## src/hdl/ultc_pkg.sv

```systemverilog
// ----------------------------------------------------------------------------
// ultc_pkg
// Types, fixed-point constants and helper functions of the line tracking
// controller.
// ----------------------------------------------------------------------------
package ultc_pkg;

	localparam int CORDIC_STAGES_DEF = 16;
	localparam int TABLE_LEN = 24;
	localparam int ANG_W = 36;        // Q.30 angles, unwrapped range
	localparam int CW = 34;           // CORDIC x/y/z word
	localparam int DIV_BITS = 30;     // sinc quotient bits
	localparam int SNC_W = 31;        // sinc, unsigned Q.30 in [0, 1]
	localparam int DEN_W = 32;        // divider denominator/remainder

	localparam logic signed [ANG_W-1:0] ANG_PI = 36'sd3373259426;
	localparam logic signed [ANG_W-1:0] ANG_HALF_PI = 36'sd1686629713;
	localparam logic signed [ANG_W-1:0] ANG_TWO_PI = 36'sd6746518852;
	localparam logic signed [CW-1:0] CORDIC_K = 34'sd652032874;
	localparam logic [SNC_W-1:0] SNC_ONE = 31'h4000_0000;

	localparam logic signed [31:0] CMD_MAX = 32'sh7fff_ffff;
	localparam logic signed [31:0] CMD_MIN = 32'sh8000_0000;

	// configuration register indexes
	localparam logic [1:0] REG_POSITION_GAIN = 2'd0;
	localparam logic [1:0] REG_HEADING_GAIN = 2'd1;
	localparam logic [1:0] REG_REF_SPEED = 2'd2;
	localparam logic [1:0] REG_REF_TURN_RATE = 2'd3;

	typedef struct packed {
		logic signed [31:0] cur_x;
		logic signed [31:0] cur_y;
		logic signed [15:0] cur_heading;
		logic signed [31:0] des_x;
		logic signed [31:0] des_y;
		logic signed [15:0] des_heading;
	} in_t;

	typedef struct packed {
		logic signed [31:0] lin_cmd;
		logic signed [31:0] ang_cmd;
		logic saturated;
	} out_t;

	// arctangent of 2^-i, Q.30
	function automatic logic signed [CW-1:0] atan_q30(input int unsigned idx);
		logic signed [CW-1:0] r;
		case (idx)
			0: r = 34'sd843314857;
			1: r = 34'sd497837829;
			2: r = 34'sd263043837;
			3: r = 34'sd133525159;
			4: r = 34'sd67021687;
			5: r = 34'sd33543516;
			6: r = 34'sd16775851;
			7: r = 34'sd8388437;
			8: r = 34'sd4194283;
			9: r = 34'sd2097149;
			10: r = 34'sd1048576;
			11: r = 34'sd524288;
			12: r = 34'sd262144;
			13: r = 34'sd131072;
			14: r = 34'sd65536;
			15: r = 34'sd32768;
			16: r = 34'sd16384;
			17: r = 34'sd8192;
			18: r = 34'sd4096;
			19: r = 34'sd2048;
			20: r = 34'sd1024;
			21: r = 34'sd512;
			22: r = 34'sd256;
			23: r = 34'sd128;
			default: r = '0;
		endcase
		return r;
	endfunction

	// first half of the wrap into (-pi, pi]: pull down from above
	function automatic logic signed [ANG_W-1:0] wrap_hi(input logic signed [ANG_W-1:0] a);
		logic signed [ANG_W-1:0] r;
		r = a;
		if (r > ANG_PI) r = r - ANG_TWO_PI;
		if (r > ANG_PI) r = r - ANG_TWO_PI;
		return r;
	endfunction

	// second half: push up from below
	function automatic logic signed [ANG_W-1:0] wrap_lo(input logic signed [ANG_W-1:0] a);
		logic signed [ANG_W-1:0] r;
		r = a;
		if (r <= -ANG_PI) r = r + ANG_TWO_PI;
		if (r <= -ANG_PI) r = r + ANG_TWO_PI;
		return r;
	endfunction

endpackage

```

## src/hdl/ultc_div.sv

```systemverilog
// ----------------------------------------------------------------------------
// ultc_div
// Pipelined restoring divider for sinc = sin(h) * 2^30 / h, clamped to
// [0, 1] in Q.30. One quotient bit per stage.
// ----------------------------------------------------------------------------
module ultc_div
	import ultc_pkg::*;
(
	input  logic                    clk,
	input  logic [DIV_BITS+1:0]     en,
	input  logic signed [CW-1:0]    sh,
	input  logic signed [ANG_W-1:0] h,
	output logic [SNC_W-1:0]        snc
);

	logic [DEN_W-1:0] r_s [0:DIV_BITS];
	logic [DEN_W-1:0] d_s [0:DIV_BITS];
	logic [DIV_BITS-1:0] q_s [0:DIV_BITS];
	logic one_s [0:DIV_BITS];
	logic zero_s [0:DIV_BITS];

	logic [CW-1:0] ash;
	logic [ANG_W-1:0] ah;
	logic sgn_diff;

	always_comb begin
		ash = sh < 0 ? CW'(-sh) : CW'(sh);
		ah = h < 0 ? ANG_W'(-h) : ANG_W'(h);
		sgn_diff = (sh < 0) != (h < 0);
	end

	// |h| <= pi/2 so it fits the denominator; if the remainder does not start below it, the result is clamped
	always_ff @(posedge clk) begin
		if (en[0]) begin
			r_s[0] <= DEN_W'(ash);
			d_s[0] <= DEN_W'(ah);
			q_s[0] <= '0;
			one_s[0] <= (h == 0) || (!sgn_diff && ({{(ANG_W-CW){1'b0}}, ash} >= ah));
			zero_s[0] <= (h != 0) && sgn_diff;
		end
	end

	for (genvar i = 0; i < DIV_BITS; i++) begin : g_bit
		logic [DEN_W:0] r2;
		logic take;
		always_comb begin
			r2 = {r_s[i], 1'b0};
			take = r2 >= {1'b0, d_s[i]};
		end
		always_ff @(posedge clk) begin
			if (en[1+i]) begin
				r_s[i+1] <= take ? DEN_W'(r2 - {1'b0, d_s[i]}) : r2[DEN_W-1:0];
				d_s[i+1] <= d_s[i];
				q_s[i+1] <= {q_s[i][DIV_BITS-2:0], take};
				one_s[i+1] <= one_s[i];
				zero_s[i+1] <= zero_s[i];
			end
		end
	end

	always_ff @(posedge clk) begin
		if (en[DIV_BITS+1]) begin
			if (one_s[DIV_BITS]) snc <= SNC_ONE;
			else if (zero_s[DIV_BITS]) snc <= '0;
			else snc <= SNC_W'(q_s[DIV_BITS]);
		end
	end

endmodule

```

## config.mk

```make
export PLATFORM = sky130hd
export DESIGN_NAME = ultc_div
export DESIGN_NICKNAME = d
export VERILOG_FILES = /design/src/hdl/ultc_pkg.sv /design/src/hdl/ultc_div.sv
export SDC_FILE = /design/constraint.sdc
export NUM_CORES = 2
export LEC_CHECK = 0
export ABC_AREA = 0
export BUFFER_PORTS_ARGS = -buffer_cell sky130_fd_sc_hd__buf_2
export CAP_MARGIN = 30
export CORE_AREA = 2 2 628 630
export CTS_CLUSTER_DIAMETER = 60
export DETAILED_ROUTE_END_ITERATION = 8
export DIE_AREA = 0 0 630 632
export PLACE_DENSITY_LB_ADDON = 0.05
export SLEW_MARGIN = 5
export SYNTH_ARGS = -nofsm -noshare
export SYNTH_HDL_FRONTEND = slang
export SYNTH_SLANG_ARGS = --single-unit
```

## constraint.sdc

```tcl
create_clock -name clk -period 4.7 [get_ports clk]
set_input_delay 1.175 -clock clk [delete_from_list [all_inputs] [get_ports clk]]
set_output_delay 1.175 -clock clk [all_outputs]
set_load 0.1 [all_outputs]
```

==> metrics.txt <==
status finished, final reports clean; Vias 91.2k; CP max stage delay 0.54 ns; ys flop type edfxtp_1; Post-synth ARST share 0%; die span in x 630 um; syn nets 13.1k; H-tree levels 5; CTS Hold Bufs 0; clock skew 0.0534 ns; Post-Place Cells 17.3k; core footprint 391,000 um^2; WP data arrival 5.21 ns; DIE AREA 398,000 um^2; endpoint type of the worst setup path flip-flop; Area Overhead vs Synth 14.7%; max-cap check violation count 0; HP Class flip-flop to flip-flop; register area share after synthesis 54.5%; Layout Utilization 40.0%; Cells after Synth 12.0k; Bufs on Longest Clock Path 4; First-pass DRT Iterations 6; Avg Inst Size Synth 11.4 um^2; hold slack 0.410 ns; Worst-path clk slew 0.06 ns; largest delay contributor family on the critical path simple AND/OR/NAND/NOR gates; worst-path maximum fanout 3; RSZ-0062 raised after global routing true; fin nets 13.6k; die height 632 um; synthesized area 137,000 um^2; Starting Density 34.9%; GP Congestion 0.859; I/O Pins 134; GRT overflow 0; Worst-Margin Slew 1.05 ns; Critical Path, Cell by Cell buf_2 -> or4_4 -> nor4_4 -> nand2b_1 -> or3_4 -> or3_4 -> buf_4 -> o31ai_4 -> xnor2_2 -> inv_1 -> ha_1 -> a21o_1 -> a21o_1 -> a21oi_1 -> o21ai_1 -> a21oi_1 -> o211ai_1 -> a311o_1 -> a21oi_1 -> nor3_1; Fillers 37.4k; list of most frequent post-synthesis cells edfxtp_1, inv_1, a21oi_1; CTS buffer count 333; PD cells 719 nW/um^2; Seq pwr share 32.9%; Gate power share 44.8%; Sink Count 2,478; Pint 69,600 uW; sw frac 38.2%; CP Buf/Inv Count 3; critical path required time 5.34 ns; dominant cell type by area after synthesis edfxtp_1; post-detailed-placement half-perimeter wirelength 295 mm; Port Buffers 133; initial antenna violation count 6; Peak supply drop 0.000295 V; max frequency 219 MHz; DRT antenna net count 0; Clock power frac 22.3%; all-layer global routing usage 18.8%; flops & latches, synth 2,478; final WL 381 mm; critical path type input port to flip-flop; sw power 43,000 uW; Slew HR 28.4%; Remaining DRCs 0; Avg Vias per Cell 5.09; top-area cell type share of the netlist area 54.5%; Final period util 97.2%; Period minus WS final 4.57 ns; Avg WL per Cell 21.3 um; count leader, synth edfxtp_1; share of post-route cells with drive strength above 1 11.1%; first-pass GRT wire length 575 mm; ranking of synthesized cells by area edfxtp_1, ha_1, a21oi_1; CTS Root Buffer Type clkbuf_16; vias in the first global route 91.5k; Clock Latency Late Sink 0.93 ns; CP dominant cell by count a21oi_1; Cell Rows 230; library cells used by synthesis 100; Finished Layout Cells 17.9k; critical path launch point type input port; Syn. warnings 0; number of synthesized flops with an enable pin 2,478; leakage power 0.0632 uW; max-slew violation count 0; Slowest-stage cell, CP or4_4; final setup violation count 0; final hold vios 0; largest net degree at the start of global routing 89; TritonCTS clock tree built; Initial DRC Count 6,063
routing by layer:
metal	vias to the layer above	share of wire, %	GRT usage, %
li1	44800	-	-
met1	44300	44	24.2
met2	1587	50	33.7
met3	532	3.1	1.87
met4	0	2.5	4.80
met5	-	0	0
cell usage in the layout, fill, tap and decap left out, drive strengths merged, types with 161 or more instances in the layout:
cell type	count
ha	995
inv	1322
o21ai	739
xnor2	521
nand3	163
nand2	746
clkbuf	388
a21o	431
mux2	317
xor2	318
edfxtp	2478
nor2	715
buf	447
nor3	161
a21oi	1070
sequential cells by signal (all words and copies together) (netlist names):
| register | count |
|---|---|
| q_s | 465 |
| r_s | 960 |
| one_s | 31 |
| d_s | 960 |
| snc | 31 |
| zero_s | 31 |
power groups by stage:
stage | clock network [uW] | registers [uW] | logic (uW)
after global placement | 0 | 37700 | 50200
after global routing | 26800 | 37600 | 56400
after CTS | 25900 | 37300 | 50800
after detailed placement | 0 | 37600 | 50400
final | 25100 | 37000 | 50500
after floorplan | 0 | 35000 | 36900
cells by family (layout without fill, tap and decap cells):
kind of cell	Yosys count	in the layout	share of synthesized area [%]
fa+ha+maj	1024	1024	9.54
simple gates	2557	2557	8.90
buf+inv	1558	2319	4.39
flops	2478	2478	54.5
compound gates	3167	3167	14.4
mux	335	335	2.89
xor+xnor	839	839	5.38
other cells	0	2	0
layout make-up:
cell class | count | area [um^2] | area share [%]
flip-flops and latches | 2478 | 74400 | 47.5
multi-input cells | 7922 | 56400 | 36.0
clock buffers | 388 | 8670 | 5.53
well taps | 5220 | 6530 | 4.17
inverters | 1272 | 4770 | 3.05
repair buffers | 447 | 3630 | 2.32
clock inverters | 212 | 2160 | 1.38
diodes | 2 | 5.00 | 0.00320
worst paths after layout:
| check | cells after the start | startpoint | endpoint | slack (ns) |
|---|---|---|---|---|
| min | 0 | one_s[0][14] | one_s[0][15] | 0.41 |
| max reg2reg | 14 | d_s[0][449] | r_s[0][494] | 0.34 |
| min reg2reg | 0 | one_s[0][14] | one_s[0][15] | 0.41 |
| max | 20 | h[11] | one_s[0][0] | 0.13 |
metrics by stage:
| stage | TNS (ns) | setup WS [ns] | total power [uW] | instance area (um^2) |
|---|---|---|---|---|
| finish | 0 | 0.131 | 113000 | 157000 |
| global route | -0.0222 | -0.0222 | 121000 | 157000 |
| CTS | 0 | 0.101 | 114000 | 156000 |
| detailed placement | -0.884 | -0.884 | 88100 | 146000 |
| global placement | -0.987 | -0.987 | 87900 | 146000 |
| floorplan | -0.216 | -0.216 | 71900 | 137000 |
timing repair:
action                     CTS  global route
setup buffers                0             0
setup endpoints to repair    0            15
gates resized for setup      0             7
hold endpoints to repair     0             0
Note: power is estimated with default switching activity, not from simulation.
